<file path="src/rtl/thick_line_rasterizer_assert.svh">
// Assertion macros shared by the thick line rasterizer RTL.
// No dependencies; the including module must provide clk and rst_n.
`ifndef THICK_LINE_RASTERIZER_ASSERT_SVH
`define THICK_LINE_RASTERIZER_ASSERT_SVH

// Same-cycle implication, checked on every rising clock edge outside reset.
`define TLR_ASSERT_IMP(label, ante, cons, msg) \
    label: assert property (@(posedge clk) disable iff (!rst_n) (ante) |-> cons) \
        else $error(msg);

// Next-cycle implication, checked on every rising clock edge outside reset.
`define TLR_ASSERT_NXT(label, ante, cons, msg) \
    label: assert property (@(posedge clk) disable iff (!rst_n) (ante) |=> (cons)) \
        else $error(msg);

`endif

</file>
<file path="src/rtl/tlr_pkg.sv">
// Package for the thick line rasterizer: widths, microcode word layout,
// the microcode program and the structs passed between modules. No dependencies.
package tlr_pkg;

    localparam int GRID_DIM    = 128;
    localparam int COORD_W     = $clog2(GRID_DIM);
    localparam int SCOORD_W    = COORD_W + 2;
    localparam int RUNERR_W    = COORD_W + 3;
    localparam int SIDEERR_W   = COORD_W + 5;
    localparam int WIDTH_W     = 4;
    localparam int HW_W        = 4;
    localparam int HW2_W       = 7;
    localparam int ED2_W       = 2 * COORD_W + 1;
    localparam int REACH_W     = ED2_W + HW2_W;
    localparam int MUL_A_W     = ED2_W;
    localparam int MUL_B_W     = SIDEERR_W - 1;
    localparam int PROD_W      = MUL_A_W + MUL_B_W;
    localparam int IN_TDATA_W  = 32;
    localparam int OUT_TDATA_W = 16;
    localparam int UPC_W       = 5;

    localparam logic MODE_LOAD = 1'b0;
    localparam logic MODE_TICK = 1'b1;

    // Microcode addresses
    localparam logic [UPC_W-1:0] UA_IDLE     = 5'd0;
    localparam logic [UPC_W-1:0] UA_LD_DELTA = 5'd1;
    localparam logic [UPC_W-1:0] UA_LD_SQX   = 5'd2;
    localparam logic [UPC_W-1:0] UA_LD_SQY   = 5'd3;
    localparam logic [UPC_W-1:0] UA_LD_SUM   = 5'd4;
    localparam logic [UPC_W-1:0] UA_LD_HW2   = 5'd5;
    localparam logic [UPC_W-1:0] UA_LD_SCALE = 5'd6;
    localparam logic [UPC_W-1:0] UA_LD_LIMIT = 5'd7;
    localparam logic [UPC_W-1:0] UA_TOP      = 5'd8;
    localparam logic [UPC_W-1:0] UA_AFTER    = 5'd9;
    localparam logic [UPC_W-1:0] UA_RUNA_SQ  = 5'd10;
    localparam logic [UPC_W-1:0] UA_RUNA     = 5'd11;
    localparam logic [UPC_W-1:0] UA_RUNA_END = 5'd12;
    localparam logic [UPC_W-1:0] UA_CHECKB   = 5'd13;
    localparam logic [UPC_W-1:0] UA_RUNB_SQ  = 5'd14;
    localparam logic [UPC_W-1:0] UA_RUNB     = 5'd15;
    localparam logic [UPC_W-1:0] UA_RUNB_END = 5'd16;

    typedef enum logic [2:0] {
        SEQ_NEXT,
        SEQ_GOTO,
        SEQ_JUMP,
        SEQ_EMIT,
        SEQ_STOP
    } seq_t;

    typedef enum logic [2:0] {
        C_TRUE,
        C_AFTER_SKIP,
        C_RUNA_GO,
        C_X_DONE,
        C_CHECKB_SKIP,
        C_RUNB_GO,
        C_Y_DONE
    } cond_t;

    typedef enum logic [3:0] {
        OP_NONE,
        OP_DELTA,
        OP_ACC_LOAD,
        OP_ACC_ADD,
        OP_HW2_LOAD,
        OP_REACH_LOAD,
        OP_PEND_CUR,
        OP_AFTER,
        OP_RUNA_STEP,
        OP_RUNA_END,
        OP_CHECKB,
        OP_RUNB_STEP,
        OP_RUNB_END
    } op_t;

    typedef enum logic [1:0] {
        WH_ALWAYS,
        WH_TRUE,
        WH_FALSE
    } when_t;

    typedef enum logic [2:0] {
        MS_NONE,
        MS_DXDX,
        MS_DYDY,
        MS_HWHW,
        MS_EDHW,
        MS_ERR
    } mul_sel_t;

    typedef struct packed {
        seq_t             seq;
        cond_t            cond;
        op_t              op;
        when_t            op_when;
        mul_sel_t         mul;
        logic [UPC_W-1:0] target;
    } uword_t;

    typedef struct packed {
        logic load;
        logic tick;
    } start_t;

    typedef struct packed {
        logic idle;
        logic pend_valid;
        logic done;
        logic line_done;
    } seq_stat_t;

    // The control store. Field order: sequencing, condition, operation,
    // operation enable, multiplier source, jump or resume address.
    function automatic uword_t tlr_ucode(input logic [UPC_W-1:0] addr);
        uword_t w;
        unique case (addr)
            UA_LD_DELTA: w = '{SEQ_NEXT, C_TRUE, OP_DELTA, WH_ALWAYS, MS_NONE, UA_IDLE};
            UA_LD_SQX:   w = '{SEQ_NEXT, C_TRUE, OP_NONE, WH_ALWAYS, MS_DXDX, UA_IDLE};
            UA_LD_SQY:   w = '{SEQ_NEXT, C_TRUE, OP_ACC_LOAD, WH_ALWAYS, MS_DYDY, UA_IDLE};
            UA_LD_SUM:   w = '{SEQ_NEXT, C_TRUE, OP_ACC_ADD, WH_ALWAYS, MS_HWHW, UA_IDLE};
            UA_LD_HW2:   w = '{SEQ_NEXT, C_TRUE, OP_HW2_LOAD, WH_ALWAYS, MS_NONE, UA_IDLE};
            UA_LD_SCALE: w = '{SEQ_NEXT, C_TRUE, OP_NONE, WH_ALWAYS, MS_EDHW, UA_IDLE};
            UA_LD_LIMIT: w = '{SEQ_NEXT, C_TRUE, OP_REACH_LOAD, WH_ALWAYS, MS_NONE, UA_IDLE};
            UA_TOP:      w = '{SEQ_EMIT, C_TRUE, OP_PEND_CUR, WH_ALWAYS, MS_NONE, UA_AFTER};
            UA_AFTER:    w = '{SEQ_JUMP, C_AFTER_SKIP, OP_AFTER, WH_ALWAYS, MS_NONE, UA_CHECKB};
            UA_RUNA_SQ:  w = '{SEQ_NEXT, C_TRUE, OP_NONE, WH_ALWAYS, MS_ERR, UA_IDLE};
            UA_RUNA:     w = '{SEQ_EMIT, C_RUNA_GO, OP_RUNA_STEP, WH_TRUE, MS_NONE, UA_RUNA_SQ};
            UA_RUNA_END: w = '{SEQ_STOP, C_X_DONE, OP_RUNA_END, WH_FALSE, MS_NONE, UA_CHECKB};
            UA_CHECKB:   w = '{SEQ_JUMP, C_CHECKB_SKIP, OP_CHECKB, WH_FALSE, MS_NONE, UA_TOP};
            UA_RUNB_SQ:  w = '{SEQ_NEXT, C_TRUE, OP_NONE, WH_ALWAYS, MS_ERR, UA_IDLE};
            UA_RUNB:     w = '{SEQ_EMIT, C_RUNB_GO, OP_RUNB_STEP, WH_TRUE, MS_NONE, UA_RUNB_SQ};
            UA_RUNB_END: w = '{SEQ_STOP, C_Y_DONE, OP_RUNB_END, WH_FALSE, MS_NONE, UA_TOP};
            default:     w = '{SEQ_GOTO, C_TRUE, OP_NONE, WH_ALWAYS, MS_NONE, UA_IDLE};
        endcase
        return w;
    endfunction

endpackage

</file>
<file path="src/rtl/thick_line_rasterizer.sv">
// Thick line rasterizer, top level: stream ports, width register, result
// buffering. Depends on tlr_pkg, tlr_sequencer, tlr_datapath and the assert header.
//
// Use: write line_width through cfg_wen/cfg_wdata while the block is idle. On
// the input stream, a transaction with tuser = 0 loads a line from the two
// endpoints in tdata and returns nothing; each transaction with tuser = 1 asks
// for the next covered pixel, which leaves on the output stream with tlast set
// on the last pixel of the line. A pixel request with no line running is
// consumed silently. A load runs the whole load program before the next
// transaction is taken. Between accepted pixel requests the block accepts the
// request, runs the microcode walk to the next pixel, one step per cycle
// through the shared multiplier and error datapath, and then moves the result
// into the output register, from which m_axis_tvalid is driven.
// While the receiver stalls, the output register holds its transaction and a
// further finished pixel waits in a holding register; input is refused until
// that holding register is free. Reset empties both registers, drops any
// line in progress and sets line_width to 1.
`include "thick_line_rasterizer_assert.svh"

module thick_line_rasterizer (
    input  logic                              clk,
    input  logic                              rst_n,
    input  logic                              s_axis_tvalid,
    output logic                              s_axis_tready,
    // tdata, from bit 0 up: start_x, start_y, end_x, end_y, zero fill
    input  logic [tlr_pkg::IN_TDATA_W-1:0]    s_axis_tdata,
    // tuser: mode (0 load line, 1 next pixel)
    input  logic                              s_axis_tuser,
    output logic                              m_axis_tvalid,
    input  logic                              m_axis_tready,
    // tdata, from bit 0 up: pixel_x, pixel_y, zero fill
    output logic [tlr_pkg::OUT_TDATA_W-1:0]   m_axis_tdata,
    // tlast: line_done
    output logic                              m_axis_tlast,
    input  logic                              cfg_wen,
    input  logic [tlr_pkg::WIDTH_W-1:0]       cfg_wdata
);
    import tlr_pkg::*;

    logic [WIDTH_W-1:0] line_width_reg, line_width_next;
    logic               res_pending_reg, res_pending_next;
    logic               out_valid_reg, out_valid_next;
    logic [COORD_W-1:0] res_x_reg, res_x_next, res_y_reg, res_y_next;
    logic               res_last_reg, res_last_next;
    logic [COORD_W-1:0] out_x_reg, out_x_next, out_y_reg, out_y_next;
    logic               out_last_reg, out_last_next;

    logic               in_acc, tick_acc, move_out;
    start_t             start;
    seq_stat_t          stat;
    uword_t             uw;
    logic               cond;
    logic [COORD_W-1:0] pend_x, pend_y;

    // Input is taken only with the sequencer at rest and the holding register free.
    assign s_axis_tready = stat.idle && !res_pending_reg;
    assign in_acc        = s_axis_tvalid && s_axis_tready;
    assign start.load    = in_acc && (s_axis_tuser == MODE_LOAD);
    assign start.tick    = in_acc && (s_axis_tuser == MODE_TICK);
    assign tick_acc      = start.tick && stat.pend_valid;

    tlr_sequencer u_seq (
        .clk   (clk),
        .rst_n (rst_n),
        .start (start),
        .cond  (cond),
        .uw    (uw),
        .stat  (stat)
    );

    tlr_datapath u_dp (
        .clk        (clk),
        .uw         (uw),
        .load_en    (start.load),
        .start_x    (s_axis_tdata[COORD_W-1:0]),
        .start_y    (s_axis_tdata[2*COORD_W-1:COORD_W]),
        .end_x      (s_axis_tdata[3*COORD_W-1:2*COORD_W]),
        .end_y      (s_axis_tdata[4*COORD_W-1:3*COORD_W]),
        .line_width (line_width_reg),
        .cond       (cond),
        .pend_x     (pend_x),
        .pend_y     (pend_y)
    );

    // The pixel handed out is the look-ahead one held at accept time; the walk
    // that follows only decides whether it was the last.
    assign move_out = res_pending_reg && (!out_valid_reg || m_axis_tready);

    always_comb
    begin
        line_width_next  = cfg_wen ? cfg_wdata : line_width_reg;
        res_x_next       = tick_acc ? pend_x : res_x_reg;
        res_y_next       = tick_acc ? pend_y : res_y_reg;
        res_last_next    = stat.done ? stat.line_done : res_last_reg;
        res_pending_next = res_pending_reg;
        out_valid_next   = out_valid_reg;
        out_x_next       = out_x_reg;
        out_y_next       = out_y_reg;
        out_last_next    = out_last_reg;

        if (stat.done)
            res_pending_next = 1'b1;

        if (out_valid_reg && m_axis_tready)
            out_valid_next = 1'b0;

        if (move_out)
        begin
            out_valid_next   = 1'b1;
            out_x_next       = res_x_reg;
            out_y_next       = res_y_reg;
            out_last_next    = res_last_reg;
            res_pending_next = 1'b0;
        end
    end

    always_ff @(posedge clk or negedge rst_n)
    begin
        if (!rst_n)
        begin
            line_width_reg  <= WIDTH_W'(1);
            res_pending_reg <= 1'b0;
            out_valid_reg   <= 1'b0;
        end
        else
        begin
            line_width_reg  <= line_width_next;
            res_pending_reg <= res_pending_next;
            out_valid_reg   <= out_valid_next;
        end
    end

    always_ff @(posedge clk)
    begin
        res_x_reg    <= res_x_next;
        res_y_reg    <= res_y_next;
        res_last_reg <= res_last_next;
        out_x_reg    <= out_x_next;
        out_y_reg    <= out_y_next;
        out_last_reg <= out_last_next;
    end

    assign m_axis_tvalid = out_valid_reg;
    assign m_axis_tdata  = {{(OUT_TDATA_W-2*COORD_W){1'b0}}, out_y_reg, out_x_reg};
    assign m_axis_tlast  = out_last_reg;

    // A finished walk never finds the holding register still occupied.
    `TLR_ASSERT_IMP(a_done_slot_free, stat.done, !res_pending_reg,
        "pixel walk finished while a result was still held")
    // A pixel request with no line running yields nothing and starts nothing.
    `TLR_ASSERT_NXT(a_idle_tick_silent, start.tick && !stat.pend_valid,
        !res_pending_reg && stat.idle, "pixel request without a line produced activity")
    // The load program runs a fixed number of steps and always ends on a pixel.
    `TLR_ASSERT_IMP(a_load_length, start.load, ##9 (stat.idle && stat.pend_valid),
        "line load did not end with a pending pixel after nine cycles")

endmodule

</file>
<file path="src/rtl/tlr_datapath.sv">
// Datapath of the thick line rasterizer: line registers, error terms, the
// shared multiplier and the step conditions. Depends on tlr_pkg.
module tlr_datapath (
    input  logic                        clk,
    input  tlr_pkg::uword_t             uw,
    input  logic                        load_en,
    input  logic [tlr_pkg::COORD_W-1:0] start_x,
    input  logic [tlr_pkg::COORD_W-1:0] start_y,
    input  logic [tlr_pkg::COORD_W-1:0] end_x,
    input  logic [tlr_pkg::COORD_W-1:0] end_y,
    input  logic [tlr_pkg::WIDTH_W-1:0] line_width,
    output logic                        cond,
    output logic [tlr_pkg::COORD_W-1:0] pend_x,
    output logic [tlr_pkg::COORD_W-1:0] pend_y
);
    import tlr_pkg::*;

    logic [COORD_W-1:0]          cur_x_reg, cur_x_next, cur_y_reg, cur_y_next;
    logic [COORD_W-1:0]          target_x_reg, target_x_next, target_y_reg, target_y_next;
    logic [COORD_W-1:0]          dx_reg, dx_next, dy_reg, dy_next;
    logic                        sx_neg_reg, sx_neg_next, sy_neg_reg, sy_neg_next;
    logic signed [RUNERR_W-1:0]  run_err_reg, run_err_next;
    logic signed [SIDEERR_W-1:0] side_err_reg, side_err_next;
    logic signed [SCOORD_W-1:0]  side_coord_reg, side_coord_next;
    logic [ED2_W-1:0]            acc_reg, acc_next;
    logic [HW_W-1:0]             hw_reg, hw_next;
    logic [HW2_W-1:0]            hw2_reg, hw2_next;
    logic [REACH_W-1:0]          reach_reg, reach_next;
    logic [PROD_W-1:0]           prod_reg, prod_next;
    logic [COORD_W-1:0]          pend_x_reg, pend_x_next, pend_y_reg, pend_y_next;

    logic [COORD_W-1:0]          dx_new, dy_new;
    logic signed [RUNERR_W-1:0]  run_err_new;
    logic signed [SIDEERR_W-1:0] run_e, dx_e, dy_e, twice_run;
    logic signed [SIDEERR_W:0]   twice_side, dy_w;
    logic signed [RUNERR_W-1:0]  dx_r, dy_r;
    logic signed [SCOORD_W-1:0]  cur_x_s, cur_y_s, tx_s, ty_s, step_x_s, step_y_s;
    logic signed [SCOORD_W-1:0]  sc_a, sc_b;
    logic [COORD_W-1:0]          cur_step_x, cur_step_y;
    logic [ED2_W-1:0]            acc_sum;
    logic [MUL_A_W-1:0]          mul_a;
    logic [MUL_B_W-1:0]          mul_b;
    logic [PROD_W-1:0]           prod_c;
    logic [HW_W:0]               hw_sum;
    logic                        in_reach, op_en;

    // Sign- and zero-extended views of the stored terms
    assign run_e    = $signed({{(SIDEERR_W-RUNERR_W){run_err_reg[RUNERR_W-1]}}, run_err_reg});
    assign dx_e     = $signed({{(SIDEERR_W-COORD_W){1'b0}}, dx_reg});
    assign dy_e     = $signed({{(SIDEERR_W-COORD_W){1'b0}}, dy_reg});
    assign dx_r     = $signed({{(RUNERR_W-COORD_W){1'b0}}, dx_reg});
    assign dy_r     = $signed({{(RUNERR_W-COORD_W){1'b0}}, dy_reg});
    assign dy_w     = $signed({{(SIDEERR_W+1-COORD_W){1'b0}}, dy_reg});
    assign cur_x_s  = $signed({{(SCOORD_W-COORD_W){1'b0}}, cur_x_reg});
    assign cur_y_s  = $signed({{(SCOORD_W-COORD_W){1'b0}}, cur_y_reg});
    assign tx_s     = $signed({{(SCOORD_W-COORD_W){1'b0}}, target_x_reg});
    assign ty_s     = $signed({{(SCOORD_W-COORD_W){1'b0}}, target_y_reg});
    assign step_x_s = sx_neg_reg ? '1 : SCOORD_W'(1);
    assign step_y_s = sy_neg_reg ? '1 : SCOORD_W'(1);
    assign cur_step_x = sx_neg_reg ? '1 : COORD_W'(1);
    assign cur_step_y = sy_neg_reg ? '1 : COORD_W'(1);
    assign sc_a     = side_coord_reg + step_y_s;
    assign sc_b     = side_coord_reg + step_x_s;
    assign twice_run  = run_e <<< 1;
    assign twice_side = $signed({side_err_reg, 1'b0});
    assign acc_sum  = acc_reg + prod_reg[ED2_W-1:0];
    assign hw_sum   = {1'b0, line_width} + (HW_W+1)'(1);

    assign dx_new = (target_x_reg > cur_x_reg) ? target_x_reg - cur_x_reg
                                               : cur_x_reg - target_x_reg;
    assign dy_new = (target_y_reg > cur_y_reg) ? target_y_reg - cur_y_reg
                                               : cur_y_reg - target_y_reg;
    assign run_err_new = $signed({{(RUNERR_W-COORD_W){1'b0}}, dx_new})
                       - $signed({{(RUNERR_W-COORD_W){1'b0}}, dy_new});

    // The squared side error is registered in prod_reg by the preceding microcode step.
    assign in_reach = side_err_reg[SIDEERR_W-1]
                    || (prod_reg < {{(PROD_W-REACH_W){1'b0}}, reach_reg});

    always_comb
    begin
        unique case (uw.cond)
            C_TRUE:        cond = 1'b1;
            C_AFTER_SKIP:  cond = twice_run < -dx_e;
            C_RUNA_GO:     cond = in_reach && ((side_coord_reg != ty_s) || (dx_reg > dy_reg));
            C_X_DONE:      cond = cur_x_reg == target_x_reg;
            C_CHECKB_SKIP: cond = twice_side > dy_w;
            C_RUNB_GO:     cond = in_reach && ((side_coord_reg != tx_s) || (dx_reg < dy_reg));
            C_Y_DONE:      cond = cur_y_reg == target_y_reg;
            default:       cond = 1'b0;
        endcase
    end

    always_comb
    begin
        unique case (uw.op_when)
            WH_ALWAYS: op_en = 1'b1;
            WH_TRUE:   op_en = cond;
            WH_FALSE:  op_en = !cond;
            default:   op_en = 1'b0;
        endcase
    end

    always_comb
    begin
        unique case (uw.mul)
            MS_DXDX:
            begin
                mul_a = {{(MUL_A_W-COORD_W){1'b0}}, dx_reg};
                mul_b = {{(MUL_B_W-COORD_W){1'b0}}, dx_reg};
            end
            MS_DYDY:
            begin
                mul_a = {{(MUL_A_W-COORD_W){1'b0}}, dy_reg};
                mul_b = {{(MUL_B_W-COORD_W){1'b0}}, dy_reg};
            end
            MS_HWHW:
            begin
                mul_a = {{(MUL_A_W-HW_W){1'b0}}, hw_reg};
                mul_b = {{(MUL_B_W-HW_W){1'b0}}, hw_reg};
            end
            MS_EDHW:
            begin
                mul_a = acc_reg;
                mul_b = {{(MUL_B_W-HW2_W){1'b0}}, hw2_reg};
            end
            MS_ERR:
            begin
                mul_a = {{(MUL_A_W-MUL_B_W){1'b0}}, side_err_reg[MUL_B_W-1:0]};
                mul_b = side_err_reg[MUL_B_W-1:0];
            end
            default:
            begin
                mul_a = '0;
                mul_b = '0;
            end
        endcase
    end

    assign prod_c = {{(PROD_W-MUL_A_W){1'b0}}, mul_a} * {{(PROD_W-MUL_B_W){1'b0}}, mul_b};

    always_comb
    begin
        cur_x_next      = cur_x_reg;
        cur_y_next      = cur_y_reg;
        target_x_next   = target_x_reg;
        target_y_next   = target_y_reg;
        dx_next         = dx_reg;
        dy_next         = dy_reg;
        sx_neg_next     = sx_neg_reg;
        sy_neg_next     = sy_neg_reg;
        run_err_next    = run_err_reg;
        side_err_next   = side_err_reg;
        side_coord_next = side_coord_reg;
        acc_next        = acc_reg;
        hw_next         = hw_reg;
        hw2_next        = hw2_reg;
        reach_next      = reach_reg;
        pend_x_next     = pend_x_reg;
        pend_y_next     = pend_y_reg;
        prod_next       = (uw.mul == MS_NONE) ? prod_reg : prod_c;

        if (load_en)
        begin
            cur_x_next    = start_x;
            cur_y_next    = start_y;
            target_x_next = end_x;
            target_y_next = end_y;
            hw_next       = hw_sum[HW_W:1];
        end
        else if (op_en)
        begin
            unique case (uw.op)
                OP_NONE:
                begin
                end
                OP_DELTA:
                begin
                    dx_next      = dx_new;
                    dy_next      = dy_new;
                    sx_neg_next  = !(cur_x_reg < target_x_reg);
                    sy_neg_next  = !(cur_y_reg < target_y_reg);
                    run_err_next = run_err_new;
                end
                OP_ACC_LOAD:
                    acc_next = prod_reg[ED2_W-1:0];
                OP_ACC_ADD:
                    // A zero-length line still gets a unit length.
                    acc_next = (acc_sum == '0) ? ED2_W'(1) : acc_sum;
                OP_HW2_LOAD:
                    hw2_next = prod_reg[HW2_W-1:0];
                OP_REACH_LOAD:
                    reach_next = prod_reg[REACH_W-1:0];
                OP_PEND_CUR:
                begin
                    pend_x_next = cur_x_reg;
                    pend_y_next = cur_y_reg;
                end
                OP_AFTER:
                begin
                    if (cond)
                    begin
                        side_err_next   = run_e;
                        side_coord_next = cur_x_s;
                    end
                    else
                    begin
                        side_err_next   = run_e + dy_e;
                        side_coord_next = cur_y_s;
                    end
                end
                OP_RUNA_STEP:
                begin
                    side_coord_next = sc_a;
                    pend_x_next     = cur_x_reg;
                    pend_y_next     = sc_a[COORD_W-1:0];
                    side_err_next   = side_err_reg + dx_e;
                end
                OP_RUNA_END:
                begin
                    side_err_next   = run_e;
                    run_err_next    = run_err_reg - dy_r;
                    side_coord_next = cur_x_s;
                    cur_x_next      = cur_x_reg + cur_step_x;
                end
                OP_CHECKB:
                    side_err_next = dx_e - side_err_reg;
                OP_RUNB_STEP:
                begin
                    side_coord_next = sc_b;
                    pend_x_next     = sc_b[COORD_W-1:0];
                    pend_y_next     = cur_y_reg;
                    side_err_next   = side_err_reg + dy_e;
                end
                OP_RUNB_END:
                begin
                    run_err_next = run_err_reg + dx_r;
                    cur_y_next   = cur_y_reg + cur_step_y;
                end
                default:
                begin
                end
            endcase
        end
    end

    always_ff @(posedge clk)
    begin
        cur_x_reg      <= cur_x_next;
        cur_y_reg      <= cur_y_next;
        target_x_reg   <= target_x_next;
        target_y_reg   <= target_y_next;
        dx_reg         <= dx_next;
        dy_reg         <= dy_next;
        sx_neg_reg     <= sx_neg_next;
        sy_neg_reg     <= sy_neg_next;
        run_err_reg    <= run_err_next;
        side_err_reg   <= side_err_next;
        side_coord_reg <= side_coord_next;
        acc_reg        <= acc_next;
        hw_reg         <= hw_next;
        hw2_reg        <= hw2_next;
        reach_reg      <= reach_next;
        prod_reg       <= prod_next;
        pend_x_reg     <= pend_x_next;
        pend_y_reg     <= pend_y_next;
    end

    assign pend_x = pend_x_reg;
    assign pend_y = pend_y_reg;

endmodule

</file>
<file path="src/rtl/tlr_sequencer.sv">
// Microcode sequencer of the thick line rasterizer: step counter, resume
// address and the look-ahead pixel flag. Depends on tlr_pkg.
module tlr_sequencer (
    input  logic               clk,
    input  logic               rst_n,
    input  tlr_pkg::start_t    start,
    input  logic               cond,
    output tlr_pkg::uword_t    uw,
    output tlr_pkg::seq_stat_t stat
);
    import tlr_pkg::*;

    logic [UPC_W-1:0] upc_reg, upc_next;
    logic [UPC_W-1:0] resume_reg, resume_next;
    logic             pend_valid_reg, pend_valid_next;
    logic             is_tick_reg, is_tick_next;
    logic             finish, found;
    logic [UPC_W-1:0] upc_inc;

    assign uw      = tlr_ucode(upc_reg);
    assign upc_inc = upc_reg + UPC_W'(1);

    always_comb
    begin
        upc_next        = upc_reg;
        resume_next     = resume_reg;
        pend_valid_next = pend_valid_reg;
        is_tick_next    = is_tick_reg;
        finish          = 1'b0;
        found           = 1'b0;

        if (upc_reg == UA_IDLE)
        begin
            if (start.load)
            begin
                upc_next     = UA_LD_DELTA;
                is_tick_next = 1'b0;
            end
            else if (start.tick && pend_valid_reg)
            begin
                upc_next     = resume_reg;
                is_tick_next = 1'b1;
            end
        end
        else
        begin
            unique case (uw.seq)
                SEQ_NEXT: upc_next = upc_inc;
                SEQ_GOTO: upc_next = uw.target;
                SEQ_JUMP: upc_next = cond ? uw.target : upc_inc;
                SEQ_EMIT:
                begin
                    if (cond)
                    begin
                        finish      = 1'b1;
                        found       = 1'b1;
                        resume_next = uw.target;
                        upc_next    = UA_IDLE;
                    end
                    else
                        upc_next = upc_inc;
                end
                SEQ_STOP:
                begin
                    if (cond)
                    begin
                        finish   = 1'b1;
                        upc_next = UA_IDLE;
                    end
                    else
                        upc_next = uw.target;
                end
                default: upc_next = UA_IDLE;
            endcase
        end

        if (finish)
            pend_valid_next = found;
    end

    always_ff @(posedge clk or negedge rst_n)
    begin
        if (!rst_n)
        begin
            upc_reg        <= UA_IDLE;
            resume_reg     <= UA_TOP;
            pend_valid_reg <= 1'b0;
            is_tick_reg    <= 1'b0;
        end
        else
        begin
            upc_reg        <= upc_next;
            resume_reg     <= resume_next;
            pend_valid_reg <= pend_valid_next;
            is_tick_reg    <= is_tick_next;
        end
    end

    assign stat.idle       = upc_reg == UA_IDLE;
    assign stat.pend_valid = pend_valid_reg;
    assign stat.done       = finish && is_tick_reg;
    assign stat.line_done  = !found;

endmodule
</file>
<file path="config.mk">
export PLATFORM = sky130hd
export DESIGN_NAME = thick_line_rasterizer
export DESIGN_NICKNAME = d
export VERILOG_FILES = /design/src/rtl/tlr_pkg.sv /design/src/rtl/thick_line_rasterizer.sv /design/src/rtl/tlr_datapath.sv /design/src/rtl/tlr_sequencer.sv
export VERILOG_INCLUDE_DIRS = /design/src /design/src/rtl
export SDC_FILE = /design/constraint.sdc
export NUM_CORES = 1
export LEC_CHECK = 0
export ABC_AREA = 1
export BUFFER_PORTS_ARGS = -buffer_cell sky130_fd_sc_hd__buf_2
export CAP_MARGIN = 15
export CORE_MARGIN = 2
export CORE_UTILIZATION = 40
export DETAILED_ROUTE_END_ITERATION = 6
export PLACE_DENSITY = 0.51
export SETUP_SLACK_MARGIN = 0.3
export SYNTH_ARGS = -nofsm -noshare
export SYNTH_HDL_FRONTEND = slang
export SYNTH_HIERARCHICAL = 1
export SYNTH_SLANG_ARGS = --single-unit
</file>
<file path="constraint.sdc">
create_clock -name clk -period 7.8 [get_ports clk]
set_clock_uncertainty 0.15 [all_clocks]
set_input_delay 1.56 -clock clk [delete_from_list [all_inputs] [get_ports clk]]
set_output_delay 1.56 -clock clk [all_outputs]
set_load 0.02 [all_outputs]
</file>
# After elaboration in Yosys (flattened, before gate mapping)
# Memory sizes are Yosys's and may differ from the RTL's.
# Cells that the tools add are included.
# word_totals
input_bits	42
mem_bits_ro	608
reg_bits	211
elab_cells	195
n_memories	1
# mem_list
name	depth	word_bits	read_ports	rd_ports_with_merged_regs	wr	line_no	rtl
(name not given)	32	19	1	0	0	tlr_pkg.sv:118	unique case (addr)
# op_classes
muxes	43
magnitude_cmp	9
bitwise_logic	3
multipliers	1
n_eq_ne	34
add_sub_neg	19
n_reduce_logical	54
# op_table
op	count
7-bit 2-to-1 mux	11
15-bit one-hot mux with 5 select lines	1
12-bit one-hot mux with 5 select lines	1
11-bit one-hot mux with 5 select lines	1
9-bit one-hot mux with 4 select lines	1
5-bit 2-to-1 mux	6
10-bit one-hot mux with 3 select lines	1
15-bit one-hot mux with 2 select lines	1
3-bit AND reduction	10
7-bit one-hot mux with 2 select lines	2
7-bit subtractor	4
26-bit by 22-bit less-than comparator with 1-bit output	1
15-bit by 11-bit multiplier with 26-bit output	1
5-bit one-hot mux with 5 select lines	1
12-bit by 8-bit adder with 12-bit output	2
7-bit > comparator	3
7-bit less-than comparator	3
4-bit == test (second input constant)	5
9-bit adder	2
3-bit by 2-bit == test with 1-bit output (second input constant)	6
3-bit == test (second input constant)	6
9-bit 2-to-1 mux	2
9-bit by 8-bit != test with 1-bit output	2
2-bit nonzero test	9
38 further kinds	81

# Longest topological paths before layout
# Gate-level depths: netlist of run 1.
# depth
word_depth	10
ltp_mapped	33
depth_no_buf	33

# By module
# The synthesis of run 1 kept the hierarchy.
# modules_own_cells
module	area_each_um2	n_inst	cells_per_inst
tlr_datapath	18385.1	1	2310
thick_line_rasterizer	1187.4	1	66
tlr_sequencer	1074.8	1	152

# Worst setup path before layout of run 1
# OpenSTA, ideal clock, no wires.
# synth_path
path_type	register to register
from	reg u_seq.upc_reg[1]
to	reg u_dp.prod_reg[18] (data pin)
stages_incl_launch_ff	31
t_arrival_ps	6328
period_less_slack_ps	6743
slack_ps	1057
n_path_buf	1
path_cell_list	dfrtp_1 > inv_1 > ha_1 > or2_2 > nand3_1 > o22ai_1 > inv_1 > nor3_1 > inv_1 > o22ai_1 > a21oi_1 > inv_1 > a21oi_1 > inv_1 > buf_2 > nand2_1 > fa_1 > fa_1 > inv_1 > fa_1 > fa_1 > inv_1 > fa_1 > inv_1 > ha_1 > a21oi_1 > o21ai_0 > o21bai_1 > a21oi_1 > o21ai_0 > xor2_1
# synth_lines
item	line_no	rtl
from (decl)	tlr_sequencer.sv:13	logic [UPC_W-1:0] upc_reg, upc_next;
from (signal assigned)	tlr_sequencer.sv:92	upc_reg <= upc_next;
to (signal assigned)	tlr_datapath.sv:264	prod_reg <= prod_next;
to (decl)	tlr_datapath.sv:29	logic [PROD_W-1:0] prod_reg, prod_next;

==> summary.txt, run 1 <==
HPWL after DPL -> 47.00 mm
DR WL/cell -> 17.02 um
longest individual stage delay on the worst path -> 0.55 ns
Net Sw Frac -> 50.84%
maximum fanout along the worst path -> 7
standard-cell rows -> 83
Post-Place Cells -> 3284
effective utilization at floorplan -> 40.30%
post-cts hold buffer count -> 0
type of element capturing the critical path -> flop
clock tree root buffer cell -> clkbuf_16
Placer Congestion -> 0.9272
antenna cells -> 0
total buffers and inverters traversed by the critical path -> 11
outcome -> completed
cell area after technology mapping -> 0.02063 mm^2
share of layout cells above drive strength 1 -> 8.647%
vias after detailed routing -> 16850
detailed-routing iteration count for the pre-antenna-repair pass -> 5
worst hold stages -> 0
power dissipated by switching net loads -> 5.402 mW
Port Buffers -> 54
area grow syn2layout -> 11.68%
starting DRC count in detailed routing -> 942
Leakage Power -> 11.13 nW
number of maximum-capacitance constraint violations -> 0
overall routing resource usage -> 21.68%
average footprint of a synthesized cell -> 8.171 um^2
met2 track demand over resource -> 38.67%
number of antenna violations at the first check in global routing -> 0
slowest cell on the critical path -> fa_1
DRT Wirelength -> 56.85 mm
number of buffers added by the clock tree synthesis step -> 28
arrival time worst endpoint -> 7.26 ns
cell-internal power -> 5.224 mW
final core utilization -> 45.01%
Setup Viol. Count Final -> 0
grt total ovfl -> 0
power density over the cells -> 461.2 mW/mm^2
met3 routing resource usage after global routing -> 2.030%
post-place setup slack -> -0.1481 ns
headroom to the max-slew limit -> 39.33%
Final min period -> 7.123 ns
final hold viol count -> 0
Total Nets Final -> 3030
CTS clock-pin slew for the worst setup and hold paths -> 0.06 ns
fraction of power consumed by sequential logic -> 23.5%
kind of start point of the critical path -> flop
post-route worst setup slack -> 0.6767 ns
wire length of the first global-routing pass -> 91.63 mm
post-synthesis cell count -> 2525
Worst Hold Margin -> 0.2642 ns
horizontal die dimension -> 231.1 um
Stages on worst setup path -> 31
CP Class -> reg -> reg
most frequent cell on the critical path -> inv_1
ANT nets after route -> 0
Largest delay share family, worst path -> adder cells
Final Max Tran Viols -> 0
Placeable Area -> 0.05120 mm^2
H-tree levels -> 1
FMAX -> 140.4 MHz
depth of the worst register-to-register path -> 31
final critical-path share of the clock period -> 91.32%
buffer depth of the longest clock path -> 3
combinational power share -> 64.1%
remaining design rule violation count -> 0
ports placed on the boundary -> 61
clock share of power -> 12.5%
per-cell via count in the routed design -> 5.044
Worst Tran Pin Value -> 0.9090 ns
Worst EP required -> 7.94 ns
sum of internal, switching and leakage power -> 10.63 mW
vias in the first global route -> 17210
global route hottest layer -> met2
total of warnings raised by yosys -> 6
worst min-delay path category -> reg -> reg
non-filler instance count after layout -> 3340
number of clock sinks -> 210
clock network latency to the later pin of the worst-skew pair -> 0.58 ns
highest ir drop seen on vdd -> 0.0003210 V
floorplan die area -> 0.05341 mm^2
met1 Usage GRT -> 27.54%
clock tree from TritonCTS -> built
pin count of the biggest net entering global routing -> 46
unrepaired setup endpoints after global routing -> true
overall die height -> 231.1 um
number of flip-flops under the largest register name -> 26
power by group through the flow:
stage | Clock, mW | Combinational, mW | Sequential [mW]
3_3_place_gp | 0 | 6.59 | 2.52
3_5_place_dp | 0 | 6.67 | 2.52
2_1_floorplan | 0 | 4.97 | 2.30
4_1_cts | 1.37 | 6.72 | 2.51
5_1_grt | 1.40 | 7.78 | 2.55
6_report | 1.33 | 6.81 | 2.49
worst paths after layout:
path / start / endpoint / slack, ns
worst min register to register: u_dp/pend_y[5] / res_y_reg[5] / 0.26
min in group asynchronous: rst_n / line_width_reg[2] / 0.80
worst max register to register: u_seq/upc_reg[0] / u_dp/prod_reg[15] / 0.68
worst max-delay path: u_seq/upc_reg[0] / u_dp/prod_reg[15] / 0.68
worst min-delay path: u_dp/pend_y[5] / res_y_reg[5] / 0.26
max in group asynchronous: rst_n / u_seq/upc_reg[2] / 6.32
what timing repair did:
action / 4_1_cts / 5_1_grt
endpoints found under the setup margin: 13 / 12
resized for setup: 4 / 15
setup buffers: 0 / 2
metrics by stage:
step | setup TNS [ns] | instance area (um^2)
finish | 0 | 23040
global route | 0 | 23040
CTS | 0 | 22920
detailed placement | -0.4278 | 21950
global placement | -0.03725 | 21950
floorplan | 0 | 20690
routing by layer:
layer | part of all wire (%) | up-vias
li1 | - | 8427
met1 | 45 | 8019
met2 | 49 | 306
met3 | 2.9 | 95
met4 | 3.5 | 0
met5 | 0 | -
layout by cell type (no fill, tap or decap), types with 5 or more instances in the layout:
cell type and count:
a21o_1 14, a21oi_1 138, a31oi_1 9, buf_2 54, buf_4 43, clkbuf_16 28
clkinv_1 11, clkinvlp_4 6, conb_1 18, dfrtp_1 13, edfxtp_1 193, fa_1 130
ha_1 219, inv_1 428, inv_2 18, nand2_1 580, nand2_2 7, nand3_1 117
nand3_2 6, nand3b_1 7, nand4_1 26, nor2_1 223, nor2_2 10, nor2_4 7
nor3_1 23, o21ai_0 120, o21ai_1 6, o21bai_1 8, o221ai_1 5, o22ai_1 21
o31ai_1 6, or2_2 5, xnor2_1 25, xor2_1 58
area by class of cell:
type                    count  area (um^2)
fillers                  5151        28160
multi-input cells        1843        12650
flip-flops and latches    210         6226
inverters                 457         1723
well taps                 680        850.8
clock buffers              32        725.7
repair buffers             99        634.4
clock inverters            19        232.7
worst register-to-register path, delay by kind of cell, from the launching register on:
| kind | cells | cell delay [ns] |
|---|---|---|
| adder cells (fa/ha/maj) | 7 | 3.17 |
| AND/OR/NAND/NOR | 6 | 0.88 |
| buffers and inverters | 11 | 1.23 |
| AO/OA/AOI/OAI | 6 | 0.87 |
| XOR/XNOR | 1 | 0.16 |
| flip-flops | 1 | 0.38 |
Power figures use the tool's default switching activity.
==> run 2, diff against run 1 <==
Settings changed: ABC_CLOCK_PERIOD_IN_PS from default to 7800, CTS_BUF_LIST from default to sky130_fd_sc_hd__clkbuf_8.
==> run 2 against run 1 <==
Net effect:
- via count rose by 1.0%
- power barely moved
- global-route usage rose by 0.38 points
- register-to-register slack barely moved
- critical path depth fell by 1
- non-clock buffer count rose by 2
- critical path type unchanged
- critical endpoint unchanged
==> summary.txt, run 2 (synthesized netlist as in run 1, its figures left out) <==
outcome -> completed
worst min-delay path category -> reg -> reg
grt total ovfl -> 0 (unchanged)
filler cell count in the final layout -> 5183 (+0.62%)
Placeable Area -> 0.05120 mm^2 (unchanged)
Worst Tran Pin Value -> 0.8984 ns (-0.01059 ns)
arrival time worst endpoint -> 7.33 ns (+0.07 ns)
number of antenna violations at the first check in global routing -> 0 (unchanged)
summed area of non-filler cells in the final layout -> 0.02304 mm^2 (about the same)
remaining design rule violation count -> 0 (unchanged)
horizontal die dimension -> 231.1 um (unchanged)
Final Max Tran Viols -> 0 (unchanged)
power dissipated by switching net loads -> 5.454 mW (+0.95%)
post-route worst setup slack -> 0.6681 ns (-0.008629 ns)
final hold viol count -> 0 (unchanged)
effective utilization at floorplan -> 40.30% (unchanged)
commonest cells after routing, fill and taps aside -> nand2_1 (580), inv_1 (435), nor2_1 (223)
Net Sw Frac -> 51.34% (+0.50 points)
met3 routing resource usage after global routing -> 3.039% (+1.0 points)
per-cell via count in the routed design -> 5.051 (+0.15%)
H-tree levels -> 2 (+1)
clock tree root buffer cell -> clkbuf_8
most common cell after layout, fill and taps aside -> nand2_1
HPWL after DPL -> 47.00 mm (unchanged)
sum of internal, switching and leakage power -> 10.62 mW (about the same)
highest ir drop seen on vdd -> 0.0001700 V (-47%)
longest individual stage delay on the worst path -> 0.67 ns (+0.12 ns)
Port Buffers -> 54 (unchanged)
sequential cell area -> 0.006225 mm^2 (about the same)
DRT Wirelength -> 57.47 mm (+1.1%)
Worst EP required -> 8.00 ns (+0.06 ns)
clock network latency to the later pin of the worst-skew pair -> 0.64 ns (+0.06 ns)
Placer Congestion -> 0.9272 (unchanged)
headroom to the max-slew limit -> 40.04% (+0.71 points)
clock tree from TritonCTS -> built
post-place setup slack -> -0.1481 ns (unchanged)
Largest delay share family, worst path -> adder cells
share of layout cells above drive strength 1 -> 9.372% (+0.72 points)
number of maximum-capacitance constraint violations -> 0 (unchanged)
wire length of the first global-routing pass -> 92.50 mm (+0.96%)
Leakage Power -> 11.19 nW (+0.59%)
antenna cells -> 0 (unchanged)
standard-cell rows -> 83 (unchanged)
final critical-path share of the clock period -> 91.43% (+0.11 points)
overall routing resource usage -> 22.05% (+0.38 points)
cell area reported after detailed placement -> 0.02195 mm^2 (unchanged)
number of buffers added by the clock tree synthesis step -> 42 (+50%)
vias after detailed routing -> 17020 (+1.0%)
clock share of power -> 12.2% (-0.3 points)
area grow syn2layout -> 11.69% (about the same)
most frequent cell on the critical path -> inv_1
global route hottest layer -> met2
post-cts hold buffer count -> 0 (unchanged)
combined area of the multi-input logic cells -> 0.01266 mm^2 (about the same)
unrepaired setup endpoints after global routing -> false
detailed-routing iteration count for the pre-antenna-repair pass -> 5 (unchanged)
buffer depth of the longest clock path -> 3 (unchanged)
kind of start point of the critical path -> flop
met2 track demand over resource -> 38.84% (+0.17 points)
slowest cell on the critical path -> dfrtp_1
overall die height -> 231.1 um (unchanged)
number of flip-flops under the largest register name -> 26 (unchanged)
Total Nets Final -> 3046 (+0.53%)
number of clock sinks -> 210 (unchanged)
combinational power share -> 64.3% (+0.2 points)
starting DRC count in detailed routing -> 931 (-1.2%)
final core utilization -> 45.01% (about the same)
Setup Viol. Count Final -> 0 (unchanged)
CP Class -> reg -> reg
Final min period -> 7.132 ns (+0.008629 ns)
pin count of the biggest net entering global routing -> 46 (unchanged)
ANT nets after route -> 0 (unchanged)
maximum fanout along the worst path -> 12 (+5)
floorplan die area -> 0.05341 mm^2 (unchanged)
cell-internal power -> 5.169 mW (-1.0%)
power density over the cells -> 461.0 mW/mm^2 (about the same)
met1 Usage GRT -> 27.67% (+0.12 points)
CTS clock-pin slew for the worst setup and hold paths -> 0.06 ns (about the same)
FMAX -> 140.2 MHz (-0.12%)
fraction of power consumed by sequential logic -> 23.5% (about the same)
vias in the first global route -> 17400 (+1.1%)
total buffers and inverters traversed by the critical path -> 9 (-2)
DR WL/cell -> 17.06 um (+0.22%)
type of element capturing the critical path -> flop
ports placed on the boundary -> 61 (unchanged)
-- run 2: final timing paths --
check / from / endpoint / slack, ns / cells past startpoint
worst max-delay path: u_seq/upc_reg[2] / u_dp/prod_reg[15] / 0.67 / 30
worst min-delay path: u_dp/pend_y[0] / res_y_reg[0] / 0.26 / 0
worst max register to register: u_seq/upc_reg[2] / u_dp/prod_reg[15] / 0.67 / 30
worst min register to register: u_dp/pend_y[0] / res_y_reg[0] / 0.26 / 0
max in group asynchronous: rst_n / u_seq/upc_reg[1] / 6.37 / 1
min in group asynchronous: rst_n / line_width_reg[2] / 0.76 / 1
-- run 2: final cells by class --
cell class	count	area share, %
multi-input combinational	1843	54.95
clock inverter	34	1.428
tap	680	3.692
inverter	457	7.476
sequential	210	27.01
timing repair buffer	101	2.818
clock buffer	44	2.628
-- run 2: per-stage QoR --
stage	TNS, ns	std cells	hold slack, ns
final	0	3369	0.2636
after global routing	0	3369	0.2708
after CTS	0	3362	0.2643
after detailed placement	-0.4278	3284	0.2554
after global placement	-0.03725	3284	0.2561
after floorplan	0	2540	0.2503
-- run 2: power by group through the flow --
| stage | Clock (mW) | Combinational [mW] | Sequential (mW) |
|---|---|---|---|
| after floorplan | 0 | 4.97 | 2.30 |
| after global placement | 0 | 6.59 | 2.52 |
| after detailed placement | 0 | 6.67 | 2.52 |
| after CTS | 1.34 | 6.72 | 2.51 |
| after global routing | 1.38 | 7.80 | 2.55 |
| final | 1.29 | 6.84 | 2.50 |
-- run 2: what timing repair did --
item,4_1_cts,5_1_grt
cloned,0,0
endpoints found under the setup margin,12,12
buffers inserted,0,4
resized for setup,4,17
pin swaps,0,0
-- run 2: metal layers --
metal,vias up,share of wire (%),wire length (um)
li1,8469,-,-
met1,8094,45,25600
met2,344,49,27880
met3,111,3.5,2024
met4,0,3.4,1965
met5,-,0,0
==> run 3, diff against run 2 <==
Settings changed: CORE_ASPECT_RATIO from default to 2.
==> run 3 against run 2 <==
Net effect:
- first-iteration DRC count shrank 17%
- cell count shrank 0.27%
- power increased by 1.9%
- register-to-register slack about the same
- maximum frequency fell by 0.16%
- core utilization grew 0.18 points
- global-route usage grew 3.0 points
- critical path depth grew 3
- combinational power rose by 6.6%
- sequential share of layout area barely moved
- final area barely moved
- critical path type unchanged
==> summary.txt, run 3 (synthesized netlist as in run 1, its figures left out) <==
outcome -> completed
arrival time worst endpoint -> 7.31 ns (-0.02 ns)
unrepaired setup endpoints after global routing -> false
Total Nets Final -> 3072 (+0.85%)
most frequent cell on the critical path -> inv_1
final hold viol count -> 0 (unchanged)
post-cts hold buffer count -> 0 (unchanged)
clock network latency to the later pin of the worst-skew pair -> 0.58 ns (-0.06 ns)
type of element capturing the critical path -> flop
horizontal die dimension -> 164.6 um (-29%)
pin count of the biggest net entering global routing -> 46 (unchanged)
clock tree root buffer cell -> clkbuf_8
overall routing resource usage -> 25.02% (+3.0 points)
final critical-path share of the clock period -> 91.58% (+0.14 points)
number of clock sinks -> 210 (unchanged)
FMAX -> 140.0 MHz (-0.16%)
headroom to the max-slew limit -> 26.76% (-13 points)
Final Max Tran Viols -> 0 (unchanged)
Final min period -> 7.143 ns (+0.01128 ns)
sum of internal, switching and leakage power -> 10.82 mW (+1.9%)
ports placed on the boundary -> 61 (unchanged)
commonest cells after routing, fill and taps aside -> nand2_1 (580), inv_1 (439), nor2_1 (223)
HPWL after DPL -> 55.53 mm (+18%)
effective utilization at floorplan -> 40.50% (+0.20 points)
detailed-routing iteration count for the pre-antenna-repair pass -> 5 (unchanged)
Placer Congestion -> 0.9651 (+4.1%)
slowest cell on the critical path -> fa_1
worst min-delay path category -> reg -> reg
buffer depth of the longest clock path -> 3 (unchanged)
filler cell count in the final layout -> 5228 (+0.87%)
power density over the cells -> 470.0 mW/mm^2 (+2.0%)
longest individual stage delay on the worst path -> 0.58 ns (-0.09 ns)
wire length of the first global-routing pass -> 100.6 mm (+8.8%)
Placeable Area -> 0.05094 mm^2 (-0.50%)
area grow syn2layout -> 11.58% (about the same)
maximum fanout along the worst path -> 9 (-3)
Worst EP required -> 7.97 ns (-0.03 ns)
Port Buffers -> 54 (unchanged)
highest ir drop seen on vdd -> 0.0002091 V (+23%)
number of flip-flops under the largest register name -> 26 (unchanged)
depth of the worst register-to-register path -> 33 (+10%)
remaining design rule violation count -> 0 (unchanged)
per-cell via count in the routed design -> 5.188 (+2.7%)
Leakage Power -> 11.26 nW (+0.57%)
clock tree from TritonCTS -> built
number of maximum-capacitance constraint violations -> 0 (unchanged)
overall die height -> 325.2 um (+41%)
worst hold stages -> 0 (unchanged)
starting DRC count in detailed routing -> 769 (-17%)
number of antenna violations at the first check in global routing -> 1 (+1)
vias in the first global route -> 18590 (+6.9%)
standard-cell rows -> 117 (+41%)
Setup Viol. Count Final -> 0 (unchanged)
floorplan die area -> 0.05352 mm^2 (+0.21%)
CTS clock-pin slew for the worst setup and hold paths -> 0.07 ns (about the same)
vias after detailed routing -> 17430 (+2.4%)
H-tree levels -> 2 (unchanged)
share of layout cells above drive strength 1 -> 10.02% (+0.65 points)
most common cell after layout, fill and taps aside -> nand2_1
Worst Tran Pin Value -> 1.095 ns (+0.1962 ns)
final sum of negative setup slack -> 0 ns (unchanged)
number of buffers added by the clock tree synthesis step -> 35 (-17%)
CP Class -> reg -> reg
ANT nets after route -> 0 (unchanged)
grt total ovfl -> 0 (unchanged)
DR WL/cell -> 19.51 um (+14%)
kind of start point of the critical path -> flop
DRT Wirelength -> 65.54 mm (+14%)
-- run 3: cell types whose count changed in the layout (fill, tap and decap cells not counted), moves of 2 or more --
cell / change
buf_4: +34
clkbuf_8: -10
clkinv_1: -6
inv_1: +4
bufinv_16: -3
inv_6: -2
-- run 3: final timing paths --
kind	startpoint	end	slack [ns]
min in group asynchronous	rst_n	m_axis_tvalid	0.81
setup / recovery	u_seq/upc_reg[1]	u_dp/prod_reg[23]	0.66
setup reg to reg	u_seq/upc_reg[1]	u_dp/prod_reg[23]	0.66
hold reg to reg	res_x_reg[0]	out_x_reg[0]	0.27
max in group asynchronous	rst_n	line_width_reg[0]	6.27
hold / removal	res_x_reg[0]	out_x_reg[0]	0.27
-- run 3: layer usage --
| layer | track usage [%] | share of wire, % | vias up | wire length, um |
|---|---|---|---|---|
| met4 | 17.01 | 8.0 | 0 | 5217 |
| met5 | 0 | 0 | - | 0 |
| met1 | 20.68 | 30 | 8324 | 19620 |
| li1 | - | - | 8505 | - |
| met3 | 2.117 | 2.4 | 195 | 1565 |
| met2 | 52.46 | 60 | 407 | 39140 |
-- run 3: area by class of cell --
class / instances / area (um^2) / area share, %
Antenna cell: 1 / 2.502 / 0.01087
Clock buffer: 35 / 481.7 / 2.092
Clock inverter: 26 / 206.4 / 0.8967
Inverter: 457 / 1727 / 7.500
Multi-Input combinational cell: 1843 / 12670 / 55.04
Sequential cell: 210 / 6223 / 27.03
Tap cell: 654 / 818.3 / 3.554
Timing Repair Buffer: 134 / 890.9 / 3.870
-- run 3: what timing repair did --
| action | in CTS | in global routing |
|---|---|---|
| endpoints found under the setup margin | 0 | 14 |
| setup buffers | 0 | 3 |
| gates resized for setup | 0 | 23 |
-- run 3: critical path, delay by kind of cell, from the launching register on --
kind                     cells  cell delay, ns
adder cells (fa/ha/maj)      7            3.19
XOR/XNOR                     1            0.09
AO/OA/AOI/OAI                5            0.80
flip-flops                   1            0.35
AND/OR/NAND/NOR             10            1.18
buffers and inverters       10            1.09
-- run 3: per-stage QoR --
stage / utilization, % / hold WS (ns) / area, um^2 / cells / setup slack [ns]
floorplan: - / 0.2503 / 20690 / 2540 / 1.057
global placement: 43.54 / 0.2534 / 22180 / 3294 / 0.3659
detailed placement: 43.54 / 0.2545 / 22180 / 3294 / 0.3107
CTS: 44.89 / 0.2705 / 22870 / 3355 / 0.3019
global route: 45.19 / 0.2785 / 23020 / 3360 / 0.2657
finish: 45.19 / 0.2673 / 23020 / 3360 / 0.6568
-- run 3: where the power goes --
| group | switching (mW) | internal (mW) |
|---|---|---|
| Combinational | 4.70 | 2.59 |
| Sequential | 0.503 | 2.01 |
| Clock | 0.496 | 0.526 |
